### src/sv/circle_rasterizer_unit_assert.svh
// ----------------------------------------------------------------------------
// circle rasterizer assertion macros
// shared property forms for the rasterizer modules
// ----------------------------------------------------------------------------
`ifndef CIRCLE_RASTERIZER_UNIT_ASSERT_SVH
`define CIRCLE_RASTERIZER_UNIT_ASSERT_SVH

// same-cycle implication
`define CRAST_ASSERT_NOW(label, clk, rstn, ante, cons) \
    label: assert property (@(posedge clk) disable iff (!(rstn)) (ante) |-> (cons)) \
        else $error("circle rasterizer assertion failed");

// next-cycle implication
`define CRAST_ASSERT_NEXT(label, clk, rstn, ante, cons) \
    label: assert property (@(posedge clk) disable iff (!(rstn)) (ante) |=> (cons)) \
        else $error("circle rasterizer assertion failed");

`endif

### src/sv/crast_pkg.sv
// ----------------------------------------------------------------------------
// circle rasterizer package
// widths, codes and the job record passed from the stepper to the emitter
// ----------------------------------------------------------------------------
package crast_pkg;

    localparam int COORD_BITS  = 12;
    localparam int RADIUS_BITS = 11;
    localparam int DEC_BITS    = RADIUS_BITS + 5;
    localparam int PIX_BITS    = COORD_BITS + 2;

    // job queue, depth a power of two
    localparam int QUEUE_DEPTH = 2;
    localparam int QPTR_BITS   = $clog2(QUEUE_DEPTH);
    localparam int QCNT_BITS   = $clog2(QUEUE_DEPTH + 1);

    typedef enum logic {
        OP_START = 1'b0,
        OP_STEP  = 1'b1
    } opcode_t;

    typedef enum logic [2:0] {
        OCT0 = 3'd0,
        OCT1 = 3'd1,
        OCT2 = 3'd2,
        OCT3 = 3'd3,
        OCT4 = 3'd4,
        OCT5 = 3'd5,
        OCT6 = 3'd6,
        OCT7 = 3'd7
    } octant_t;

    typedef struct packed {
        logic [COORD_BITS-1:0]  origin_x;
        logic [COORD_BITS-1:0]  origin_y;
        logic [RADIUS_BITS-1:0] arc_x;
        logic [RADIUS_BITS-1:0] arc_y;
        logic                   done;
    } crast_job_t;

endpackage

### src/sv/circle_rasterizer_unit.sv
// ----------------------------------------------------------------------------
// circle rasterizer unit
// midpoint circle rasterizer: start and step requests in, octant pixels out
// ----------------------------------------------------------------------------
// A start request latches radius and centre and emits the eight symmetric
// pixels of (0, radius); each step request advances the arc one point and
// emits its eight pixels, the final step flagging circle_done on all eight.
// A step with no circle in progress gives no pixels. Pixels leave one per
// cycle while m_ready is held, from the registered output of the
// single-pixel emitter; the stepper registers each arc update, and a
// two-entry job queue lets it take requests ahead of the emitter, so it can
// accept further requests while the emitter is still busy.
module circle_rasterizer_unit
    import crast_pkg::*;
(
    input  logic                       aclk,
    input  logic                       aresetn,
    input  logic                       s_valid,
    output logic                       s_ready,
    input  logic                       s_opcode,
    input  logic [RADIUS_BITS-1:0]     s_radius,
    input  logic [COORD_BITS-1:0]      s_center_x,
    input  logic [COORD_BITS-1:0]      s_center_y,
    output logic                       m_valid,
    input  logic                       m_ready,
    output logic signed [PIX_BITS-1:0] m_pixel_x,
    output logic signed [PIX_BITS-1:0] m_pixel_y,
    output logic [2:0]                 m_octant,
    output logic                       m_last_of_step,
    output logic                       m_circle_done
);

    logic       push_valid;
    logic       push_ready;
    crast_job_t push_job;
    logic       pop_valid;
    logic       pop_ready;
    crast_job_t pop_job;

    crast_front u_front (
        .aclk       (aclk),
        .aresetn    (aresetn),
        .s_valid    (s_valid),
        .s_ready    (s_ready),
        .s_opcode   (s_opcode),
        .s_radius   (s_radius),
        .s_center_x (s_center_x),
        .s_center_y (s_center_y),
        .job_valid  (push_valid),
        .job_ready  (push_ready),
        .job        (push_job)
    );

    crast_queue u_queue (
        .aclk       (aclk),
        .aresetn    (aresetn),
        .push_valid (push_valid),
        .push_ready (push_ready),
        .push_job   (push_job),
        .pop_valid  (pop_valid),
        .pop_ready  (pop_ready),
        .pop_job    (pop_job)
    );

    crast_back u_back (
        .aclk           (aclk),
        .aresetn        (aresetn),
        .job_valid      (pop_valid),
        .job_ready      (pop_ready),
        .job            (pop_job),
        .m_valid        (m_valid),
        .m_ready        (m_ready),
        .m_pixel_x      (m_pixel_x),
        .m_pixel_y      (m_pixel_y),
        .m_octant       (m_octant),
        .m_last_of_step (m_last_of_step),
        .m_circle_done  (m_circle_done)
    );

endmodule

### src/sv/crast_front.sv
// ----------------------------------------------------------------------------
// circle rasterizer stepper
// accepts requests, keeps the arc state and pushes one job per emitting request
// ----------------------------------------------------------------------------
`include "circle_rasterizer_unit_assert.svh"

module crast_front
    import crast_pkg::*;
(
    input  logic                   aclk,
    input  logic                   aresetn,
    input  logic                   s_valid,
    output logic                   s_ready,
    input  logic                   s_opcode,
    input  logic [RADIUS_BITS-1:0] s_radius,
    input  logic [COORD_BITS-1:0]  s_center_x,
    input  logic [COORD_BITS-1:0]  s_center_y,
    output logic                   job_valid,
    input  logic                   job_ready,
    output crast_job_t             job
);

    logic [RADIUS_BITS-1:0] arc_x_reg, arc_x_next;
    logic [RADIUS_BITS-1:0] arc_y_reg, arc_y_next;
    logic [DEC_BITS-1:0]    dec_reg, dec_next;
    logic [COORD_BITS-1:0]  origin_x_reg, origin_x_next;
    logic [COORD_BITS-1:0]  origin_y_reg, origin_y_next;
    logic                   active_reg, active_next;

    logic                   accept;
    logic                   is_start;
    logic                   dec_neg;
    logic [DEC_BITS-1:0]    x_ext;
    logic [DEC_BITS-1:0]    diff;
    logic [DEC_BITS-1:0]    dec_inc;
    logic [DEC_BITS-1:0]    radius_x2;
    logic [RADIUS_BITS-1:0] step_x;
    logic [RADIUS_BITS-1:0] step_y;
    logic                   step_done;

    assign s_ready  = job_ready;
    assign accept   = s_valid && s_ready;
    assign is_start = (opcode_t'(s_opcode) == OP_START);

    // Bresenham decision update on the old point
    assign dec_neg   = dec_reg[DEC_BITS-1];
    assign x_ext     = DEC_BITS'(arc_x_reg);
    assign diff      = DEC_BITS'(arc_x_reg) - DEC_BITS'(arc_y_reg);
    assign dec_inc   = dec_neg ? ({x_ext[DEC_BITS-3:0], 2'b00} + DEC_BITS'(6))
                               : ({diff[DEC_BITS-3:0], 2'b00} + DEC_BITS'(10));
    assign step_x    = arc_x_reg + RADIUS_BITS'(1);
    assign step_y    = (!dec_neg && (arc_y_reg != '0)) ? arc_y_reg - RADIUS_BITS'(1)
                                                       : arc_y_reg;
    assign step_done = (step_x > step_y);
    assign radius_x2 = {(DEC_BITS-RADIUS_BITS-1)'(0), s_radius, 1'b0};

    assign job_valid = s_valid && (is_start || active_reg);

    always_comb begin
        arc_x_next    = arc_x_reg;
        arc_y_next    = arc_y_reg;
        dec_next      = dec_reg;
        origin_x_next = origin_x_reg;
        origin_y_next = origin_y_reg;
        active_next   = active_reg;
        job.origin_x  = origin_x_reg;
        job.origin_y  = origin_y_reg;
        job.arc_x     = step_x;
        job.arc_y     = step_y;
        job.done      = step_done;
        if (is_start) begin
            job.origin_x = s_center_x;
            job.origin_y = s_center_y;
            job.arc_x    = '0;
            job.arc_y    = s_radius;
            job.done     = 1'b0;
        end
        if (accept) begin
            if (is_start) begin
                arc_x_next    = '0;
                arc_y_next    = s_radius;
                dec_next      = DEC_BITS'(3) - radius_x2;
                origin_x_next = s_center_x;
                origin_y_next = s_center_y;
                active_next   = 1'b1;
            end else if (active_reg) begin
                arc_x_next  = step_x;
                arc_y_next  = step_y;
                dec_next    = dec_reg + dec_inc;
                active_next = !step_done;
            end
        end
    end

    always_ff @(posedge aclk) begin
        if (!aresetn) begin
            arc_x_reg    <= '0;
            arc_y_reg    <= '0;
            dec_reg      <= '0;
            origin_x_reg <= '0;
            origin_y_reg <= '0;
            active_reg   <= 1'b0;
        end else begin
            arc_x_reg    <= arc_x_next;
            arc_y_reg    <= arc_y_next;
            dec_reg      <= dec_next;
            origin_x_reg <= origin_x_next;
            origin_y_reg <= origin_y_next;
            active_reg   <= active_next;
        end
    end

    `CRAST_ASSERT_NEXT(a_start_arms, aclk, aresetn, accept && is_start, active_reg)
    `CRAST_ASSERT_NOW(a_done_job_pushed, aclk, aresetn, accept && active_reg && !is_start && step_done, job_valid && job.done)
    `CRAST_ASSERT_NEXT(a_idle_step_holds, aclk, aresetn, accept && !is_start && !active_reg, !active_reg && $stable(arc_x_reg) && $stable(dec_reg))

endmodule

### src/sv/crast_queue.sv
// ----------------------------------------------------------------------------
// circle rasterizer job queue
// short register queue between stepper and emitter
// ----------------------------------------------------------------------------
`include "circle_rasterizer_unit_assert.svh"

module crast_queue
    import crast_pkg::*;
(
    input  logic       aclk,
    input  logic       aresetn,
    input  logic       push_valid,
    output logic       push_ready,
    input  crast_job_t push_job,
    output logic       pop_valid,
    input  logic       pop_ready,
    output crast_job_t pop_job
);

    crast_job_t           slot_reg [QUEUE_DEPTH];
    logic [QPTR_BITS-1:0] wr_ptr_reg;
    logic [QPTR_BITS-1:0] rd_ptr_reg;
    logic [QCNT_BITS-1:0] cnt_reg;
    logic                 push;
    logic                 pop;

    assign push_ready = (cnt_reg != QCNT_BITS'(QUEUE_DEPTH));
    assign pop_valid  = (cnt_reg != '0);
    assign pop_job    = slot_reg[rd_ptr_reg];
    assign push       = push_valid && push_ready;
    assign pop        = pop_valid && pop_ready;

    always_ff @(posedge aclk) begin
        if (push) begin
            slot_reg[wr_ptr_reg] <= push_job;
        end
    end

    always_ff @(posedge aclk) begin
        if (!aresetn) begin
            wr_ptr_reg <= '0;
            rd_ptr_reg <= '0;
            cnt_reg    <= '0;
        end else begin
            if (push) begin
                wr_ptr_reg <= wr_ptr_reg + QPTR_BITS'(1);
            end
            if (pop) begin
                rd_ptr_reg <= rd_ptr_reg + QPTR_BITS'(1);
            end
            case ({push, pop})
                2'b10:   cnt_reg <= cnt_reg + QCNT_BITS'(1);
                2'b01:   cnt_reg <= cnt_reg - QCNT_BITS'(1);
                default: cnt_reg <= cnt_reg;
            endcase
        end
    end

    `CRAST_ASSERT_NOW(a_cnt_bound, aclk, aresetn, 1'b1, cnt_reg <= QCNT_BITS'(QUEUE_DEPTH))
    `CRAST_ASSERT_NOW(a_ptr_gap, aclk, aresetn, cnt_reg != QCNT_BITS'(QUEUE_DEPTH), QPTR_BITS'(wr_ptr_reg - rd_ptr_reg) == QPTR_BITS'(cnt_reg))
    `CRAST_ASSERT_NOW(a_no_pop_empty, aclk, aresetn, cnt_reg == '0, !pop)

endmodule

### src/sv/crast_back.sv
// ----------------------------------------------------------------------------
// circle rasterizer pixel emitter
// walks the head job's eight octants, one registered pixel per unstalled cycle
// ----------------------------------------------------------------------------
`include "circle_rasterizer_unit_assert.svh"

module crast_back
    import crast_pkg::*;
(
    input  logic                       aclk,
    input  logic                       aresetn,
    input  logic                       job_valid,
    output logic                       job_ready,
    input  crast_job_t                 job,
    output logic                       m_valid,
    input  logic                       m_ready,
    output logic signed [PIX_BITS-1:0] m_pixel_x,
    output logic signed [PIX_BITS-1:0] m_pixel_y,
    output logic [2:0]                 m_octant,
    output logic                       m_last_of_step,
    output logic                       m_circle_done
);

    octant_t               oct_reg;
    logic                  m_valid_reg;
    logic [PIX_BITS-1:0]   pix_x_reg, pix_x_next;
    logic [PIX_BITS-1:0]   pix_y_reg, pix_y_next;
    logic [2:0]            octant_reg;
    logic                  last_reg;
    logic                  done_reg;

    logic                  load;
    logic                  swap;
    logic                  neg_x;
    logic                  neg_y;
    logic [PIX_BITS-1:0]   off_x;
    logic [PIX_BITS-1:0]   off_y;

    assign load      = job_valid && (!m_valid_reg || m_ready);
    assign job_ready = load && (oct_reg == OCT7);

    always_comb begin
        swap  = 1'b0;
        neg_x = 1'b0;
        neg_y = 1'b0;
        case (oct_reg)
            OCT0:    begin swap = 1'b0; neg_x = 1'b0; neg_y = 1'b0; end
            OCT1:    begin swap = 1'b1; neg_x = 1'b0; neg_y = 1'b0; end
            OCT2:    begin swap = 1'b1; neg_x = 1'b0; neg_y = 1'b1; end
            OCT3:    begin swap = 1'b0; neg_x = 1'b0; neg_y = 1'b1; end
            OCT4:    begin swap = 1'b0; neg_x = 1'b1; neg_y = 1'b1; end
            OCT5:    begin swap = 1'b1; neg_x = 1'b1; neg_y = 1'b1; end
            OCT6:    begin swap = 1'b1; neg_x = 1'b1; neg_y = 1'b0; end
            OCT7:    begin swap = 1'b0; neg_x = 1'b1; neg_y = 1'b0; end
            default: begin swap = 1'b0; neg_x = 1'b0; neg_y = 1'b0; end
        endcase
        off_x      = swap ? PIX_BITS'(job.arc_y) : PIX_BITS'(job.arc_x);
        off_y      = swap ? PIX_BITS'(job.arc_x) : PIX_BITS'(job.arc_y);
        pix_x_next = neg_x ? PIX_BITS'(job.origin_x) - off_x
                           : PIX_BITS'(job.origin_x) + off_x;
        pix_y_next = neg_y ? PIX_BITS'(job.origin_y) - off_y
                           : PIX_BITS'(job.origin_y) + off_y;
    end

    always_ff @(posedge aclk) begin
        if (!aresetn) begin
            oct_reg     <= OCT0;
            m_valid_reg <= 1'b0;
        end else begin
            if (load) begin
                oct_reg     <= octant_t'(oct_reg + 3'd1);
                m_valid_reg <= 1'b1;
            end else if (m_ready) begin
                m_valid_reg <= 1'b0;
            end
        end
    end

    always_ff @(posedge aclk) begin
        if (load) begin
            pix_x_reg  <= pix_x_next;
            pix_y_reg  <= pix_y_next;
            octant_reg <= oct_reg;
            last_reg   <= (oct_reg == OCT7);
            done_reg   <= job.done;
        end
    end

    assign m_valid        = m_valid_reg;
    assign m_pixel_x      = $signed(pix_x_reg);
    assign m_pixel_y      = $signed(pix_y_reg);
    assign m_octant       = octant_reg;
    assign m_last_of_step = last_reg;
    assign m_circle_done  = done_reg;

    `CRAST_ASSERT_NOW(a_last_on_oct7, aclk, aresetn, m_valid_reg, m_last_of_step == (octant_t'(octant_reg) == OCT7))
    `CRAST_ASSERT_NEXT(a_job_held_mid_run, aclk, aresetn, oct_reg != OCT0 && oct_reg != OCT7, job_valid)
    `CRAST_ASSERT_NEXT(a_octant_follows, aclk, aresetn, load, octant_t'(octant_reg) == octant_t'($past(oct_reg)))

endmodule
### config.mk
export PLATFORM = sky130hd
export DESIGN_NAME = circle_rasterizer_unit
export DESIGN_NICKNAME = d
export VERILOG_FILES = /design/src/sv/crast_pkg.sv /design/src/sv/circle_rasterizer_unit.sv /design/src/sv/crast_front.sv /design/src/sv/crast_queue.sv /design/src/sv/crast_back.sv
export VERILOG_INCLUDE_DIRS = /design/src /design/src/sv
export SDC_FILE = /design/constraint.sdc
export NUM_CORES = 1
export LEC_CHECK = 0
export ABC_AREA = 1
export BUFFER_PORTS_ARGS = -buffer_cell sky130_fd_sc_hd__buf_2
export CORE_ASPECT_RATIO = 0.7
export CORE_UTILIZATION = 56
export DETAILED_ROUTE_END_ITERATION = 7
export PLACE_DENSITY = 0.79
export REMOVE_ABC_BUFFERS = 1
export SLEW_MARGIN = 20
export SYNTH_ARGS = -nofsm -noshare
export SYNTH_HDL_FRONTEND = slang
export SYNTH_SLANG_ARGS = --single-unit
### constraint.sdc
create_clock -name aclk -period 3.6 [get_ports aclk]
set_input_delay 0.36 -clock aclk [delete_from_list [all_inputs] [get_ports aclk]]
set_output_delay 0.36 -clock aclk [all_outputs]
set_load 0.02 [all_outputs]
Yosys cells after proc, flatten, opt, wreduce, memory -nomap -nowiden. Memory sizes are Yosys's and may differ from the RTL's. A register that Yosys moved wholly into a read port is not among the register bits. Index checks and enable logic that the tools add are counted.

Equality and inequality tests: 5. Bitwise operators: 1. Reduce and logical (&&, ||, !) cells: 18. Shift-type cells: 0. Add/subtract/negate cells: 16. Multiply operators: 0. Multiplexer cells: 24. Div/mod/pow operators: 0. Magnitude comparators: 1.

Operators by type and width (number): two-way mux 11 bit (7); two-way mux 16 bit (3); two-way mux 47 bit (1); adder 12 x 14 -> 14 bit (2); two-way mux 14 bit (2); subtractor 12 x 14 -> 14 bit (2); adder 16 bit (1); adder 16 x 4 -> 16 bit (second input constant) (1); adder 13 x 3 -> 14 bit (second input constant) (1); subtractor 2 x 12 -> 13 bit (first input constant) (1); subtractor 11 x 11 -> 12 bit (1); adder 11 x 1 -> 11 bit (second input constant) (1); greater-than comparator 11 bit (1); nonzero test 11 bit (1); subtractor 11 x 1 -> 11 bit (second input constant) (1); two-way mux 1 bit (8); logical AND 1 bit (7); two-way mux 3 bit (2); nonzero test 2 bit (3); case mux 2 bit (2 select lines) (1); AND reduction 2 bit (2); adder 3 x 1 -> 3 bit (second input constant) (1); equality test 3 bit (second input constant) (1); zero test 1 bit (3); 9 further kinds (11).

Flip-flop bits (word level): 104. Memory bits (read-only): 24. Memories kept: 2. Logic and storage cells: 83. Memory bits (writable): 94. Latch bits: 0. Output and inout bits: 35.

Memories: u_queue.slot_reg (words 2, width 47, rd ports 1, clocked after memory_dff 1, write ports 1, line crast_queue.sv:20) `crast_job_t slot_reg [QUEUE_DEPTH];`; (no name shown) (words 8, width 3, rd ports 1, clocked after memory_dff 1, write ports 0, line crast_back.sv:46) `case (oct_reg)`.

Logic depth before layout (Yosys ltp).
Word-level depth: 7. Mapped depth: 26. Gate-level depth less buffers: 26.

Cells and area by module. A second synthesis with hierarchy kept.

Cells, all modules: 1701. Area total of the unflattened synthesis: 13357.8 sq um.

By module, submodules not included: crast_front (cells each 814, area an instance 5117.4 sq um, times used 1); crast_back (cells each 705, area an instance 4490.6 sq um, times used 1); crast_queue (cells each 182, area an instance 3749.8 sq um, times used 1).

Least setup slack after synthesis. No wires, ideal clock.

Kind: reg-to-reg. Start: reg u_queue.cnt_reg[0]. End: mem u_queue.slot_reg[1][0] (netlist name), enable pin. Clock period less this slack: 3.745 ns. Path slack: -0.145 ns. Stages on the path, launching flop included: 9. Arrival: 3.292 ns. Path through: dfxtp_1 inv_1 nand2_1 nand2_1 nor2_1 nor2_1 buf_2 buf_2 nor2_1.

Cells in the longest elaborated chain, start to end: 4.

Ends and longest elaborated chain: start, declared (line crast_queue.sv:23) `logic [QCNT_BITS-1:0] cnt_reg;`; start signal, assigned (line crast_queue.sv:52) `2'b10: cnt_reg <= cnt_reg + QCNT_BITS'(1);`; start signal, assigned (line crast_queue.sv:53) `2'b01: cnt_reg <= cnt_reg - QCNT_BITS'(1);`; start signal, assigned (line crast_queue.sv:54) `default: cnt_reg <= cnt_reg;`; != test 2 bit (line crast_queue.sv:27) `assign push_ready = (cnt_reg != QCNT_BITS'(QUEUE_DEPTH));`; named net s_ready (line circle_rasterizer_unit.sv:19) `output logic s_ready,`; logical AND 1 bit (line crast_queue.sv:30) `assign push = push_valid && push_ready;`; two-way mux 1 bit (line crast_queue.sv:34) `if (push) begin`; two-way mux 1 bit (not written as such) (line crast_queue.sv:35) `slot_reg[wr_ptr_reg] <= push_job;`; end, declared (line crast_queue.sv:20).

The timed path passes the listed nets, and every way through them passes these cells.

Worst setup path in the final report.
Start: reg u_front.arc_y_reg[0]. End: reg u_front.dec_reg[15].

Cells in the longest elaborated chain, start to end: 6.

Ends and longest elaborated chain: start, declared (line crast_front.sv:24) `logic [RADIUS_BITS-1:0] arc_y_reg, arc_y_next;`; start signal, assigned (line crast_front.sv:105) `arc_y_reg <= arc_y_next;`; subtractor 11 x 11 -> 12 bit (line crast_front.sv:48) `assign diff = DEC_BITS'(arc_x_reg) - DEC_BITS'(arc_y_reg);`; adder 16 x 4 -> 16 bit (line crast_front.sv:50) `: ({diff[DEC_BITS-3:0], 2'b00} + DEC_BITS'(10));`; two-way mux 16 bit (line crast_front.sv:49) `assign dec_inc = dec_neg ? ({x_ext[DEC_BITS-3:0], 2'b00} + DEC_BITS'(6))`; adder 16 bit (line crast_front.sv:89) `dec_next = dec_reg + dec_inc;`; two-way mux 16 bit (line crast_front.sv:86) `end else if (active_reg) begin`; two-way mux 16 bit (line crast_front.sv:79) `if (is_start) begin`; end signal, assigned (line crast_front.sv:106) `dec_reg <= dec_next;`; end, declared (line crast_front.sv:25) `logic [DEC_BITS-1:0] dec_reg, dec_next;`.

No other way between the ends. The select of a mux whose other input is x is not followed. A chain may end at the register's enable or synchronous reset.

==> key figures <==
Placement
  – Placed Cells: between 1500 and 2000
  – Pre-CTS setup slack: -22.02 ps
  – # port buffers: between 70 and 80
  – RD Place Congestion: roughly 0.95
  – DP Area: between 0.01 and 0.015 mm2
  – HPWL Detailed: 23.16 mm

Critical path
  – Crit path cell chain: ha_1 -> inv_2 -> fa_2 -> xor2_2 -> nand2_1 -> nor2_2 -> nand2b_4 -> nor2_2 -> nand2_2 -> nand2_1 -> o21ai_1 -> ha_1 -> a21oi_2 -> o21ai_2 -> a21oi_2 -> o21bai_2 -> buf_4 -> nand2_1 -> nand2_1 -> inv_1 -> nand3_1 -> nand3_1 -> a21oi_1
  – R2r setup slk: between 100 and 150 ps
  – Crit Path Max Fanout: 5
  – Crit path largest cell delay: 430 ps
  – Startpoint Class: flip-flop
  – Arrival time at the worst endpoint: slightly below 4000 ps
  – Cell mode on critical path: nand2_1
  – Critical R2R Launch: u_front.arc_y_reg[0]
  – Worst R2R End: u_front.dec_reg[15]
  – Critical path required time: around 4000 ps
  – Worst R2R Path Depth: 23
  – CP Capture Type: flip-flop
  – Slowest CP cell: fa_2
  – Worst Path Class, Setup: reg -> reg

Yosys
  – Synthesized area: about 0.012 mm2
  – Synthesized instance count: roughly 1600
  – Primary FF master, synth: edfxtp_1
  – Netlist cell types: just under 50
  – Share of the synthesized area in the top cell type: a little under a third
  – Yosys warnings: 0
  – Synth async-reset ratio: 0%
  – Sequential fraction of the synthesis area: a little over two fifths
  – Area contributors post-synth: edfxtp_1 (31%), dfxtp_1 (12%), nand2_1 (10%), ha_1 (8.9%), o21ai_0 (7.3%)
  – Yosys reg bits: between 200 and 250
  – Largest area contributor in the netlist: edfxtp_1
  – Post-synth EDFFs: roughly 130
  – Syn_area_per_cell: around 8.0 um2

Detailed routing
  – Initial drt markers: 1100
  – Detail Route Antenna Nets: 0
  – Uppermost layer routed: met4
  – Avg WL per Cell: between 15 and 20 um
  – Vias per std cell: approximately 5.5
  – DR pass1 iterations: 8
  – Met2 wire len: between 10 and 15 mm
  – Drt total wl: between 30 and 40 mm
  – # DRC: 8
  – M1 wire length: approximately 15 mm
  – Met3 Routed Length: approximately 3.0 mm
  – Via count: 10690

GRT
  – First-pass GRT wire length: 49.35 mm
  – Total GRT Usage: 27.23%
  – GR Overflow Total: 0
  – Initial antenna violation count: 0
  – Vias in the first global route: around 9500
  – Largest net degree at the start of global routing: 50

Clock tree
  – Cts-stage hold buffer count: 0
  – Root Driver: clkbuf_16
  – Clock transition at path regs: approximately 60 ps
  – Clock buffer depth: 3
  – Worst skew pair latency: around 500 ps
  – Clock sinks: around 200
  – CTS tree: yes
  – Htree depth: 1
  – TritonCTS buffer count: 21

Power and ir drop
  – Pwr/cell area: roughly 550 mW/mm2
  – Leakage: about 6.4 nW
  – VDD IR max: between 400 and 500 uV

Final layout
  – Share of cells above drive strength 1: 14.05%
  – FF/Latch Area: 0.005296 mm2
  – Multi-input logic area: about 0.0062 mm2
  – Max FFs per register: 94
  – Post-Layout Inst Area: 0.01405 mm2
  – Non-filler cells, final: between 1500 and 2000
  – Layout area overhead: 13.25%
  – Diode count: 0
  – Final #Nets: 1770
  – Fillcell total: 1849

Min path
  – Hold Crit Endpoint: u_front.origin_x_reg[9]
  – Hold wc startpoint: s_center_x[9]
  – Hold Path Depth: 3
  – Hold/Removal Path Class: in -> reg

Die
  – Number of placement rows: 45
  – Die width: around 180 um
  – Die area: roughly 0.023 mm2
  – Placeable Area: around 0.022 mm2
  – Die Ht: 126.5 um
  – IO Pins: between 70 and 80
  – Starting Density: 57.23%

Timing
  – Least-Margin Pin Slew: approximately 1200 ps
  – Setup WS post-layout: 125.7 ps
  – Relative max-transition margin: a little over a fifth
  – Final period util: approximately 97%
  – Worst hold slack: 149.6 ps
  – Worst Skew: 15.06 ps
  – Minimum clock period: between 3000 and 4000 ps
  – RSZ-0062 raised after global routing: yes
  – TNS Setup: 0 ps
  – Fin. max-slew vios: 0
  – # setup viols final: 0
  – FMAX: between 0.2 and 0.3 GHz
  – Fin. Hold Viols: 0

Status
  – Outcome: finished with violations
  – Failing checks: design-rule violations

Job
  – Max Cap Violations: 0
==> layout by cell type (no fill, tap or decap), types with 4 or more instances in the layout <==
cell type	n
nand2_1	338
inv_1	212
o21ai_0	169
a21oi_1	127
edfxtp_1	127
ha_1	83
nor2_1	76
buf_2	74
dfxtp_1	73
nand3_1	51
buf_4	43
xor2_1	41
or2_2	25
o21ai_1	21
clkbuf_16	21
nand2_2	13
nand4_1	13
a31oi_1	13
o21bai_1	12
nor3_1	12
clkbuf_1	9
nor2_2	7
a21oi_2	7
inv_2	6
nor2_4	6
o31ai_1	5
fa_1	5
xor2_2	4
nor4_1	4
o211ai_1	4
o2111ai_1	4
==> per-stage QoR <==
step,util [%],total power (W)
2_1_floorplan,-,0.004763
3_3_place_gp,60.91,0.005489
3_5_place_dp,60.91,0.005544
4_1_cts,63.93,0.007629
5_1_grt,64.81,0.008226
6_report,64.81,0.007767
==> critical path, delay by kind of cell (launching register included) <==
family	cells	cell delay, ps
flip-flops	1	360
XOR/XNOR	1	190
buffers and inverters	3	250
AND/OR/NAND/NOR	10	900
AO/OA/AOI/OAI	6	680
adder cells (fa/ha/maj)	3	980
==> how the worst max path moves through the flow <==
stage | slack, ps | end | depth (start not counted) | start
floorplan | -360 | u_back.m_pixel_y[9] | 13 | flip-flop
global placement | 70 | u_front.dec_reg[15] | 26 | u_front.arc_x_reg[0]
detailed placement | -20 | u_front.dec_reg[12] | 19 | u_front.arc_x_reg[0]
CTS | 2 | u_front.dec_reg[12] | 19 | u_front.arc_x_reg[0]
global route | -100 | u_front.dec_reg[15] | 26 | u_front.arc_x_reg[0]
finish | 130 | u_front.dec_reg[15] | 23 | u_front.arc_y_reg[0]
==> final cells by class <==
cell class | instances | area share (%)
Timing Repair Buffer | 119 | 5.219
Clock buffer | 32 | 4.177
Sequential cell | 201 | 37.70
Inverter | 219 | 5.851
Clock inverter | 6 | 0.4364
Tap cell | 282 | 2.511
Multi-Input combinational cell | 1074 | 44.11
==> cell usage after synthesis, drive strengths merged (2+ instances only) <==
| library cell | n |
|---|---|
| a21o | 2 |
| a21oi | 135 |
| a31oi | 13 |
| buf | 19 |
| clkbuf | 42 |
| dfxtp | 74 |
| edfxtp | 127 |
| fa | 6 |
| ha | 88 |
| inv | 218 |
| mux2i | 3 |
| nand2 | 352 |
| nand3 | 51 |
| nand4 | 13 |
| nor2 | 89 |
| nor3 | 15 |
| nor4 | 4 |
| o2111ai | 4 |
| o211ai | 4 |
| o21a | 2 |
| o21ai | 192 |
| o21bai | 13 |
| o31ai | 5 |
| or2 | 26 |
| xnor2 | 3 |
| xor2 | 45 |
==> report_power, final <==
part           switching, W  internal [W]  leakage, nW
sequential        0.0000952       0.00276         1.81
clock              0.000882       0.00120        0.316
combinational       0.00183      0.000993         4.24
total               0.00281       0.00496         6.36
==> cell families after synthesis <==
logic type | share of synthesized area [%]
AOI/OAI and AO/OA | 16.16
xor gates and xnor gates | 3.449
adders and majority gates | 9.844
buffers and inverters | 8.674
DFF | 42.68
muxes | 0.2421
and+or+nand+nor | 18.95
==> per-layer routing <==
| metal | global-route usage (%) | up-vias |
|---|---|---|
| li1 | - | 5308 |
| met1 | 42.15 | 4903 |
| met2 | 39.39 | 441 |
| met3 | 5.312 | 38 |
| met4 | 5.020 | 0 |
| met5 | 0 | - |
==> timing repair <==
action | in CTS | in global routing
gates resized for setup | 3 | 41
hold endpoints to repair | 0 | 0
setup buffers | 0 | 8
endpoints found under the setup margin | 2 | 11
pin swaps | 0 | 13
Power figures use the tool's default switching activity.
